File: config.mk
export PLATFORM = sky130hd
export DESIGN_NAME = gershgorin_eigen_bounds
export DESIGN_NICKNAME = d
export VERILOG_FILES = /design/src/sv/gebnd_pkg.sv /design/src/sv/gebnd_fifo.sv /design/src/sv/gebnd_front.sv /design/src/sv/gebnd_back.sv /design/src/sv/gershgorin_eigen_bounds.sv
export VERILOG_INCLUDE_DIRS = /design/src /design/src/sv
export SDC_FILE = /design/constraint.sdc
export NUM_CORES = 2
export LEC_CHECK = 0
export BUFFER_PORTS_ARGS = -buffer_cell sky130_fd_sc_hd__buf_2
export CAP_MARGIN = 20
export CORE_MARGIN = 8
export CORE_UTILIZATION = 45
export CTS_CLUSTER_SIZE = 24
export DETAILED_ROUTE_END_ITERATION = 10
export PLACE_DENSITY_LB_ADDON = 0.3
export SETUP_SLACK_MARGIN = 0.15
export SKIP_LAST_GASP = 1
export SLEW_MARGIN = 25
export SYNTH_ARGS = -nofsm -noshare
export SYNTH_HDL_FRONTEND = slang
export SYNTH_SLANG_ARGS = --single-unit
File: constraint.sdc
create_clock -name clk -period 17.35 [get_ports clk]
set_input_delay 0.8675 -clock clk [delete_from_list [all_inputs] [get_ports clk]]
set_output_delay 0.8675 -clock clk [all_outputs]
set_load 0.01 [all_outputs]
File: src/sv/gershgorin_eigen_bounds_defines.svh
// Assertion macros for the Gershgorin bounds RTL.
`ifndef GERSHGORIN_EIGEN_BOUNDS_DEFINES_SVH
`define GERSHGORIN_EIGEN_BOUNDS_DEFINES_SVH

// Check a condition in the same cycle as its trigger.
`define GEB_ASSERT_SAME(lbl, ante, cons, msg) \
  lbl: assert property (@(posedge clk) disable iff (rst) (ante) |-> (cons)) \
    else $error(msg);

// Check a condition in the cycle after its trigger.
`define GEB_ASSERT_NEXT(lbl, ante, cons, msg) \
  lbl: assert property (@(posedge clk) disable iff (rst) (ante) |=> (cons)) \
    else $error(msg);

`endif

File: src/sv/gebnd_pkg.sv
// Package with shared types and constants of the Gershgorin bounds block.
`timescale 1ns / 1ps

package gebnd_pkg;

  localparam int INDEX_BITS_DEFAULT = 32;
  localparam int MID_DEPTH_DEFAULT  = 4;
  localparam int OUT_DEPTH_DEFAULT  = 2;

  localparam logic signed [47:0] MAX48 = 48'sh7FFF_FFFF_FFFF;
  localparam logic signed [47:0] MIN48 = 48'sh8000_0000_0000;

  // Input request as it arrives at the block
  typedef struct packed {
    logic               entry_present;
    logic [31:0]        col_index;
    logic signed [31:0] entry_value;
    logic               row_end;
    logic               matrix_end;
  } in_item_t;

  // Result request
  typedef struct packed {
    logic signed [47:0] lower_bound;
    logic signed [47:0] upper_bound;
  } out_item_t;

  // Classified request passed from front to back
  typedef struct packed {
    logic               is_off;
    logic               is_diag;
    logic signed [31:0] value;
    logic [31:0]        mag;
    logic               close;
    logic               mend;
  } cls_item_t;

endpackage

File: src/sv/gebnd_fifo.sv
// Small first-word-fall-through queue of flip-flops.
`timescale 1ns / 1ps

module gebnd_fifo #(
  parameter int WIDTH = 8,
  parameter int DEPTH = 4
) (
  input  logic             clk,
  input  logic             rst,
  input  logic             push,
  input  logic [WIDTH-1:0] wdata,
  output logic             full,
  input  logic             pop,
  output logic [WIDTH-1:0] rdata,
  output logic             empty
);

  localparam int AW = (DEPTH > 2) ? $clog2(DEPTH) : 1;

  logic [WIDTH-1:0] mem [DEPTH];
  logic [AW:0]      wr_ptr;
  logic [AW:0]      rd_ptr;
  logic             do_push;
  logic             do_pop;

  assign full    = (wr_ptr[AW] != rd_ptr[AW]) && (wr_ptr[AW-1:0] == rd_ptr[AW-1:0]);
  assign empty   = (wr_ptr == rd_ptr);
  assign do_push = push && !full;
  assign do_pop  = pop && !empty;
  assign rdata   = mem[rd_ptr[AW-1:0]];

  // Store pushed request
  always_ff @(posedge clk) begin
    if (do_push) begin
      mem[wr_ptr[AW-1:0]] <= wdata;
    end
  end

  // Advance pointers
  always_ff @(posedge clk) begin
    if (rst) begin
      wr_ptr <= '0;
      rd_ptr <= '0;
    end else begin
      if (do_push) begin
        wr_ptr <= wr_ptr + 1'b1;
      end
      if (do_pop) begin
        rd_ptr <= rd_ptr + 1'b1;
      end
    end
  end

endmodule

File: src/sv/gebnd_front.sv
// Front end: accepts requests, tests for the diagonal and takes magnitudes.
`timescale 1ns / 1ps

module gebnd_front #(
  parameter int INDEX_BITS = gebnd_pkg::INDEX_BITS_DEFAULT
) (
  input  logic                  clk,
  input  logic                  rst,
  input  logic                  row_offset_we,
  input  logic [31:0]           row_offset_wdata,
  input  gebnd_pkg::in_item_t   entry,
  input  logic                  push,
  output logic                  full,
  output logic                  q_push,
  output gebnd_pkg::cls_item_t  q_item,
  input  logic                  q_full
);

  import gebnd_pkg::*;

  // Diagonal column sum carries one bit above the 32-bit operands
  localparam int CMP_BITS = (INDEX_BITS < 33) ? INDEX_BITS : 33;

  logic [31:0] row_offset;
  logic [31:0] row_counter;
  logic [32:0] diag_col;
  logic [32:0] col_ext;
  logic        accept;
  logic        close;
  logic        is_diag;

  assign accept   = push && !q_full;
  assign full     = q_full;
  assign close    = entry.row_end || entry.matrix_end;
  assign diag_col = {1'b0, row_counter} + {1'b0, row_offset};
  assign col_ext  = {1'b0, entry.col_index};
  assign is_diag  = (diag_col[CMP_BITS-1:0] == col_ext[CMP_BITS-1:0]);

  // Classify; drop markers that neither add nor close
  always_comb begin
    q_item.is_off  = entry.entry_present && !is_diag;
    q_item.is_diag = entry.entry_present && is_diag;
    q_item.value   = entry.entry_value;
    q_item.mag     = entry.entry_value[31] ? (~entry.entry_value + 32'd1)
                                           : entry.entry_value;
    q_item.close   = close;
    q_item.mend    = entry.matrix_end;
    q_push         = accept && (entry.entry_present || close);
  end

  // Hold offset; advance row counter on row close, clear at matrix end
  always_ff @(posedge clk) begin
    if (rst) begin
      row_offset  <= '0;
      row_counter <= '0;
    end else begin
      if (row_offset_we) begin
        row_offset <= row_offset_wdata;
      end
      if (accept && close) begin
        row_counter <= entry.matrix_end ? 32'd0 : row_counter + 32'd1;
      end
    end
  end

endmodule

File: src/sv/gebnd_back.sv
// Back end: accumulates rows, then folds row bounds into the running bounds.
`timescale 1ns / 1ps
`include "gershgorin_eigen_bounds_defines.svh"

module gebnd_back (
  input  logic                  clk,
  input  logic                  rst,
  input  logic                  q_empty,
  input  gebnd_pkg::cls_item_t  q_item,
  output logic                  q_pop,
  input  logic                  o_full,
  output logic                  o_push,
  output gebnd_pkg::out_item_t  o_item
);

  import gebnd_pkg::*;

  function automatic logic signed [47:0] sat48(input logic signed [48:0] v);
    logic signed [47:0] r;
    if (v[48] != v[47]) begin
      r = v[48] ? MIN48 : MAX48;
    end else begin
      r = v[47:0];
    end
    return r;
  endfunction

  // Row accumulator (stage A)
  logic [46:0]        acc_sum;
  logic signed [31:0] acc_diag;
  logic [47:0]        sum_raw;
  logic [46:0]        sum_sat;
  logic [46:0]        sum_new;
  logic signed [31:0] diag_new;

  // Closed row (stage B)
  logic               b_valid;
  logic               b_mend;
  logic [46:0]        b_sum;
  logic signed [31:0] b_diag;
  logic signed [48:0] hi_raw;
  logic signed [48:0] lo_raw;
  logic signed [47:0] hi_sat;
  logic signed [47:0] lo_sat;

  logic signed [47:0] run_min;
  logic signed [47:0] run_max;
  logic signed [47:0] min_new;
  logic signed [47:0] max_new;

  logic advance;
  logic take;

  // Stall both stages while the result queue is full
  assign advance = !o_full;
  assign take    = advance && !q_empty;
  assign q_pop   = take;

  // Add magnitude with saturation; last diagonal wins
  assign sum_raw  = {1'b0, acc_sum} + {16'b0, q_item.mag};
  assign sum_sat  = sum_raw[47] ? {47{1'b1}} : sum_raw[46:0];
  assign sum_new  = q_item.is_off ? sum_sat : acc_sum;
  assign diag_new = q_item.is_diag ? q_item.value : acc_diag;

  // Row bounds, saturated to 48 bits, then compared with running bounds
  assign hi_raw  = {{17{b_diag[31]}}, b_diag} + $signed({2'b00, b_sum});
  assign lo_raw  = {{17{b_diag[31]}}, b_diag} - $signed({2'b00, b_sum});
  assign hi_sat  = sat48(hi_raw);
  assign lo_sat  = sat48(lo_raw);
  assign max_new = (hi_sat > run_max) ? hi_sat : run_max;
  assign min_new = (lo_sat < run_min) ? lo_sat : run_min;

  assign o_push             = advance && b_valid && b_mend;
  assign o_item.lower_bound = min_new;
  assign o_item.upper_bound = max_new;

  // Advance stage A and stage B together
  always_ff @(posedge clk) begin
    if (rst) begin
      acc_sum  <= '0;
      acc_diag <= '0;
      b_valid  <= 1'b0;
      run_min  <= MAX48;
      run_max  <= MIN48;
    end else if (advance) begin
      b_valid <= take && q_item.close;
      b_mend  <= q_item.mend;
      b_sum   <= sum_new;
      b_diag  <= diag_new;
      if (take) begin
        if (q_item.close) begin
          acc_sum  <= '0;
          acc_diag <= '0;
        end else begin
          acc_sum  <= sum_new;
          acc_diag <= diag_new;
        end
      end
      if (b_valid) begin
        if (b_mend) begin
          run_min <= MAX48;
          run_max <= MIN48;
        end else begin
          run_min <= min_new;
          run_max <= max_new;
        end
      end
    end
  end

  `GEB_ASSERT_NEXT(a_close_hands_over, take && q_item.close, b_valid && acc_sum == '0 && acc_diag == '0, "row close did not reach stage B")
  `GEB_ASSERT_NEXT(a_bounds_cleared, advance && b_valid && b_mend, run_min == MAX48 && run_max == MIN48, "running bounds not cleared after result")
  `GEB_ASSERT_NEXT(a_bounds_track, advance && b_valid && !b_mend, run_min <= $past(lo_sat) && run_max >= $past(hi_sat), "running bounds miss a row")
  `GEB_ASSERT_SAME(a_result_from_close, o_push, b_valid && b_mend, "result without matrix close")

endmodule

File: src/sv/gershgorin_eigen_bounds.sv
// Top level of the Gershgorin eigenvalue bounds block over CSR rows.
// Throughput: one request per cycle, except while the mid or result queue is full.
// Path: a matrix-end request passes the front queue write, the row stage, then the
//   bound compare into the result queue (stalled while that queue is full).
// Reset: synchronous rst clears row offset, counters and running bounds.
`timescale 1ns / 1ps

module gershgorin_eigen_bounds #(
  parameter int INDEX_BITS = gebnd_pkg::INDEX_BITS_DEFAULT,
  parameter int MID_DEPTH  = gebnd_pkg::MID_DEPTH_DEFAULT,
  parameter int OUT_DEPTH  = gebnd_pkg::OUT_DEPTH_DEFAULT
) (
  input  logic                 clk,
  input  logic                 rst,
  input  logic                 row_offset_we,
  input  logic [31:0]          row_offset_wdata,
  input  gebnd_pkg::in_item_t  entry,
  input  logic                 push,
  output logic                 full,
  output gebnd_pkg::out_item_t result,
  output logic                 empty,
  input  logic                 pop
);

  import gebnd_pkg::*;

  cls_item_t q_in;
  cls_item_t q_out;
  logic      q_push;
  logic      q_full;
  logic      q_pop;
  logic      q_empty;
  out_item_t o_item;
  logic      o_push;
  logic      o_full;

  // Classify incoming requests
  gebnd_front #(
    .INDEX_BITS(INDEX_BITS)
  ) u_front (
    .clk              (clk),
    .rst              (rst),
    .row_offset_we    (row_offset_we),
    .row_offset_wdata (row_offset_wdata),
    .entry            (entry),
    .push             (push),
    .full             (full),
    .q_push           (q_push),
    .q_item           (q_in),
    .q_full           (q_full)
  );

  // Decouple front from back
  gebnd_fifo #(
    .WIDTH($bits(cls_item_t)),
    .DEPTH(MID_DEPTH)
  ) u_mid_q (
    .clk   (clk),
    .rst   (rst),
    .push  (q_push),
    .wdata (q_in),
    .full  (q_full),
    .pop   (q_pop),
    .rdata (q_out),
    .empty (q_empty)
  );

  // Accumulate rows and fold bounds
  gebnd_back u_back (
    .clk     (clk),
    .rst     (rst),
    .q_empty (q_empty),
    .q_item  (q_out),
    .q_pop   (q_pop),
    .o_full  (o_full),
    .o_push  (o_push),
    .o_item  (o_item)
  );

  // Hold results until taken
  gebnd_fifo #(
    .WIDTH($bits(out_item_t)),
    .DEPTH(OUT_DEPTH)
  ) u_out_q (
    .clk   (clk),
    .rst   (rst),
    .push  (o_push),
    .wdata (o_item),
    .full  (o_full),
    .pop   (pop),
    .rdata (result),
    .empty (empty)
  );

endmodule
Yosys cells after proc, flatten, opt, wreduce, memory -nomap -nowiden:

Memory sizes are Yosys's and may differ from the RTL's. A register that Yosys moved wholly into a read port is not among the register bits.
Index checks and enable logic that the tools add are counted.

* eq/ne operators: 9
* muxes and demuxes: 23
* add/sub/neg operators: 10
* reductions and logical operators: 25
* bitwise operators: 3
* order comparisons: 2

Operators by type and width (number)
* two-way mux 48 bit: 8
* two-way mux 47 bit: 3
* two-way mux 32 bit: 4
* adder 32 x 1 -> 32 bit, second input constant: 2
* adder 32 x 48 -> 49 bit: 1
* subtractor 32 x 48 -> 49 bit: 1
* adder 47 x 32 -> 48 bit: 1
* > comparator 48 bit: 1
* less-than comparator 48 bit: 1
* adder 32 bit: 1
* equality test 32 bit: 1
* inverter 32 bit: 1
* logical AND 1 bit: 15
* adder 3 x 1 -> 3 bit, second input constant: 2
* two-way mux 1 bit: 6
* AND reduction 2 bit: 3
* zero test 1 bit: 5
* adder 2 x 1 -> 2 bit, second input constant: 2
* equality test 2 bit: 2
* two-way mux 2 bit: 2
* inequality test 1 bit: 4
* equality test 3 bit: 1
* logical OR 1 bit: 2
* inverter 1 bit: 2
* equality test 1 bit: 1

* RAM bits: 464
* word-level logic and storage cells: 88
* flip-flop bits (word level): 330
* memories kept: 2

Memories
* u_mid_q.mem: depth 4, bits a word 68, read ports 1, clocked after Yosys merged registers in 1, wr ports 1, RTL line gebnd_fifo.sv:20 `logic [WIDTH-1:0] mem [DEPTH];`
* u_out_q.mem: depth 2, bits a word 96, read ports 1, clocked after Yosys merged registers in 1, wr ports 1, RTL line gebnd_fifo.sv:20

Depth between registers and ports, before layout:

* depth after elaboration: 8
* mapped depth: 34

Cells and area by module:

A second synthesis with hierarchy kept.

* cell total of the unflattened synthesis: 4153
* area total of the unflattened synthesis: 45233.4 µm²

Modules (own cells, without submodules)
* gebnd_back: area each 21833.4 µm², seq. area each 5925.7 µm², times used 1, cells each 2648
* gebnd_fifo (u_mid_q): area each 10359.9 µm², seq. area each 8328.0 µm², times used 1, cells each 424
* gebnd_fifo (u_out_q): area each 7216.9 µm², seq. area each 5865.6 µm², times used 1, cells each 332
* gebnd_front: area each 5823.1 µm², seq. area each 1281.2 µm², times used 1, cells each 749

Worst setup path before layout:

OpenSTA, ideal clock, no wires.

* path type: register to register
* from: register u_back.b_diag[31]
* to: register u_back.run_min[38]
* cell stages (with the launch flop): 32
* library setup time: 120 ps
* data arrival time: 6830 ps
* path slack: 10400 ps
* cell sequence: edfxtp_1 -> ha_1 -> clkbuf_1 -> a21oi_1 -> nor2_1 -> nor2_1 -> nand3_1 -> o31a_1 -> nand4bb_1 -> a41o_1 -> a41oi_1 -> o21bai_1 -> xnor2_1 -> ha_1 -> clkbuf_1 -> clkinv_1 -> nand3_1 -> a41oi_1 -> a211oi_1 -> inv_1 -> ha_1 -> nand4_1 -> nor2_1 -> nand3_1 -> or4_1 -> o221ai_1 -> or2_2 -> o311ai_0 -> nor2_1 -> buf_2 -> nor2_1 -> a211o_1

* longest elaborated chain between the ends: 6

Ends and longest elaborated chain
* from (decl): RTL line gebnd_back.sv:40 `logic signed [31:0] b_diag;`
* from (signal assigned): RTL line gebnd_back.sv:89 `b_diag <= diag_new;`
* subtractor 32 x 48 -> 49 bit *: RTL line gebnd_back.sv:67 `assign lo_raw = {{17{b_diag[31]}}, b_diag} - $signed({2'b00, b_sum});`
* two-way mux 48 bit / inequality test 1 bit (equally long branches): RTL line gebnd_back.sv:21, gebnd_back.sv:20
* two-way mux 48 bit *: RTL line gebnd_back.sv:20 `if (v[48] != v[47]) begin`
* less-than comparator 48 bit: RTL line gebnd_back.sv:71 `assign min_new = (lo_sat < run_min) ? lo_sat : run_min;`
* two-way mux 48 bit *: RTL line gebnd_back.sv:71
* two-way mux 48 bit *: RTL line gebnd_back.sv:100 `if (b_mend) begin`
* to (signal assigned): RTL line gebnd_back.sv:104 `run_min <= min_new;`
* to (decl): RTL line gebnd_back.sv:46 `logic signed [47:0] run_min;`

Mark *: on every way between the ends. The rest lies on a longest branch, timed or not.
A chain may end at the register's enable or synchronous reset.

Worst setup path after layout:

* from: register u_back.b_diag[11]
* to: register u_back.run_min[28]

The elaborated chain is that of the path after synthesis.

==> results.toml <==
[synth]
ys_ff_latch = 793
synth_area_um2 = 44500
ys_warn_count = 0
syn_area_per_cell_um2 = 10.9
synth.distinct_cells = 107
seq_area_frac_synth_pct = 47.9
async_flop_share_pct = 0
synth_edf_count = 540
synthFlopType = "edfxtp_1"
syn-num-nets = 4443
netlist_instances = 4073

[setup_path]
crit_path_start_kind = "flip-flop"
cpPeakStageDelay_ns = 0.73
critPathTopFamily = "compound AO/OA/AOI/OAI gates"
worstPathBufferInverterCount = 4
cp_slowest_cell = "nor2_4"
endpoint_kind = "flip-flop"
critPathKind = "reg -> reg"
critPathMaxFanout = 50
cp.arrival_ns = 9.27
required_ns = 17.93

[floorplan]
die_area_um2 = 109000
die_w_um = 330
core-area_um2 = 98100
pin_count = 202
dieHeight_um = 330
num_rows = 115
initial_core_util_pct = 45.3

[layout]
final_cells = 5562
area_delta_synth_final_pct = 11.2
drive_above_1_share_pct = 16.0
layout.nets = 4571
finish.utilization_pct = 50.4
final_common_cell = "edfxtp_1"
mostFrequentLayoutCells = "540 x edfxtp_1, 290 x nor2_1, 269 x inv_1"

[sta]
worst_slack_ns = 8.67
slew_headroom_pct = 31.4
rsz0062_at_grt = "false"
tightest_slew_ns = 1.02
fin_skew_ns = 0.0465
period_share_pct = 50.1
slew_violations = 0
tns_ns = 0
min_period_ns = 8.68
setup_viol = 0
hold_viol = 0
fmax_mhz = 115

[grt]
grt-ovfl-total = 0
grt_max_degree = 69
grt_use_total_pct = 21.3
grt_pass1_wl_um = 184000
grt_antenna_before_repair = 1
grt_pass1_vias = 31300

[drt]
ant_nets = 0
vias = 32300
wl_um = 119000
drt-wirelength-per-cell_um = 21.4
drc = 0
drt-pass1-iter-count = 6
drtIter0Drc = 2707
vias_per_cell = 5.81

[place]
gp_congestion = 0.956
dp_hpwl_um = 87000
port_buffers = 201
pre_cts_ws_ns = 8.78
placed_cells = 5401

[hold_path]
hold_path.class = "in -> reg"

[flow_run]
maxCapViolations = 0

[clocking]
cts_resized = 0
cts_buffers = 85
post_cts_buffers = 0
clock_tree.root_cell = "clkbuf_16"
cts_tree = "done"
clkTransAtPathRegs_ns = 0.06
clk_path_buf_depth = 3
cts_sinks = 793
cts_hold_buf = 0
h-tree-depth = 3
clk_latency_ns = 0.68

[power]
power_density_nw_per_um2 = 202
power_leakage_nw = 19.2
power.total_mw = 9.97
irDropWorstVdd_v = 0.000118

[outcome]
outcome = "finished, final reports clean"
## worst min-delay path, stage by stage
cell	delay [ns]
buf_2	0.08
mux2i_1	0.05
nor2_1	0.07
## cells in the mapped netlist, drive strengths merged (24+ instances only)
| library cell | instances | area (um2) |
|---|---|---|
| mux2 | 153 | 1790 |
| nor2 | 296 | 1120 |
| nand2 | 268 | 1010 |
| buf | 76 | 452 |
| a211oi | 45 | 428 |
| xnor2 | 150 | 1310 |
| a21oi | 230 | 1180 |
| nor2b | 30 | 198 |
| o21bai | 24 | 180 |
| a211o | 39 | 342 |
| nor3 | 63 | 320 |
| mux4 | 67 | 1510 |
| a22oi | 37 | 278 |
| or3 | 27 | 170 |
| ha | 262 | 3280 |
| nand3 | 71 | 360 |
| mux2i | 69 | 691 |
| a31oi | 48 | 300 |
| xor2 | 74 | 648 |
| clkbuf | 119 | 447 |
| nand4 | 58 | 363 |
| inv | 270 | 1010 |
| edfxtp | 540 | 16200 |
| a21o | 72 | 541 |
| nand2b | 32 | 200 |
| nor4 | 31 | 228 |
| dfxtp | 253 | 5060 |
| o21a | 28 | 210 |
| o31ai | 28 | 220 |
| o211ai | 65 | 493 |
| and3 | 30 | 188 |
| o21ai | 226 | 1140 |
| o22ai | 35 | 219 |
## flip-flops by register name, summed over array words and instances (netlist names), named ones only
signal,count
u_back.b_diag,32
u_front.row_offset,32
u_back.b_sum,47
u_out_q.rd_ptr,2
u_mid_q.rd_ptr,3
u_back.run_min,48
u_front.row_counter,32
u_mid_q.wr_ptr,3
u_out_q.mem,192
u_back.b_valid,1
u_mid_q.mem,268
u_back.acc_sum,47
u_back.b_mend,1
u_back.run_max,48
u_out_q.wr_ptr,2
u_back.acc_diag,32
## final cells by class
class	count	area (um2)
diodes	1	2.50
well taps	1287	1610
inverters	272	1020
fillers	8810	48700
clock inverters	40	492
repair buffers	236	1270
flip-flops and latches	793	21300
multi-input cells	2813	21300
clock buffers	120	2410
## final timing paths
| path | from | slack, ns | end | cells past startpoint |
|---|---|---|---|---|
| max reg2reg | u_back.b_diag[11] | 8.67 | u_back.run_min[28] | 30 |
| max | u_back.b_diag[11] | 8.67 | u_back.run_min[28] | 30 |
| min | row_offset_wdata[27] | 0.42 | u_front.row_offset[27] | 3 |
| min reg2reg | u_back.acc_sum[45] | 0.48 | u_back.acc_sum[45] | 2 |
## per-layer routing
layer	wire (um)	share of wire (%)	vias to the layer above	track usage [%]
met5	0	0	-	0
met4	4020	3.4	0	7.14
met3	6170	5.2	182	2.67
met2	54300	46	914	33.9
met1	54600	46	15700	30.0
li1	-	-	15500	-
## cells by family (layout without fill, tap and decap cells)
| group | after synthesis | after routing | synth area share [%] |
|---|---|---|---|
| compound gates | 1052 | 1052 | 16.3 |
| mux | 289 | 289 | 8.97 |
| xor+xnor | 224 | 224 | 4.41 |
| buf+inv | 467 | 668 | 4.32 |
| simple gates | 982 | 982 | 10.6 |
| flops | 793 | 793 | 47.9 |
| fa+ha+maj | 266 | 266 | 7.55 |
| other cells | 0 | 1 | 0 |
## through the flow
step           hold WS (ns)  cell area [um2]
2_1_floorplan         0.446            44500
4_1_cts               0.373            49400
3_5_place_dp          0.473            46500
3_3_place_gp          0.465            46500
5_1_grt               0.403            49400
6_report              0.419            49400
## report_power, final
group	total [mW]	switching (mW)	internal [mW]
clock	1.86	0.775	1.09
sequential	2.80	0.160	2.64
combinational	5.31	3.40	1.91
(Power assumes the default switching activity.)
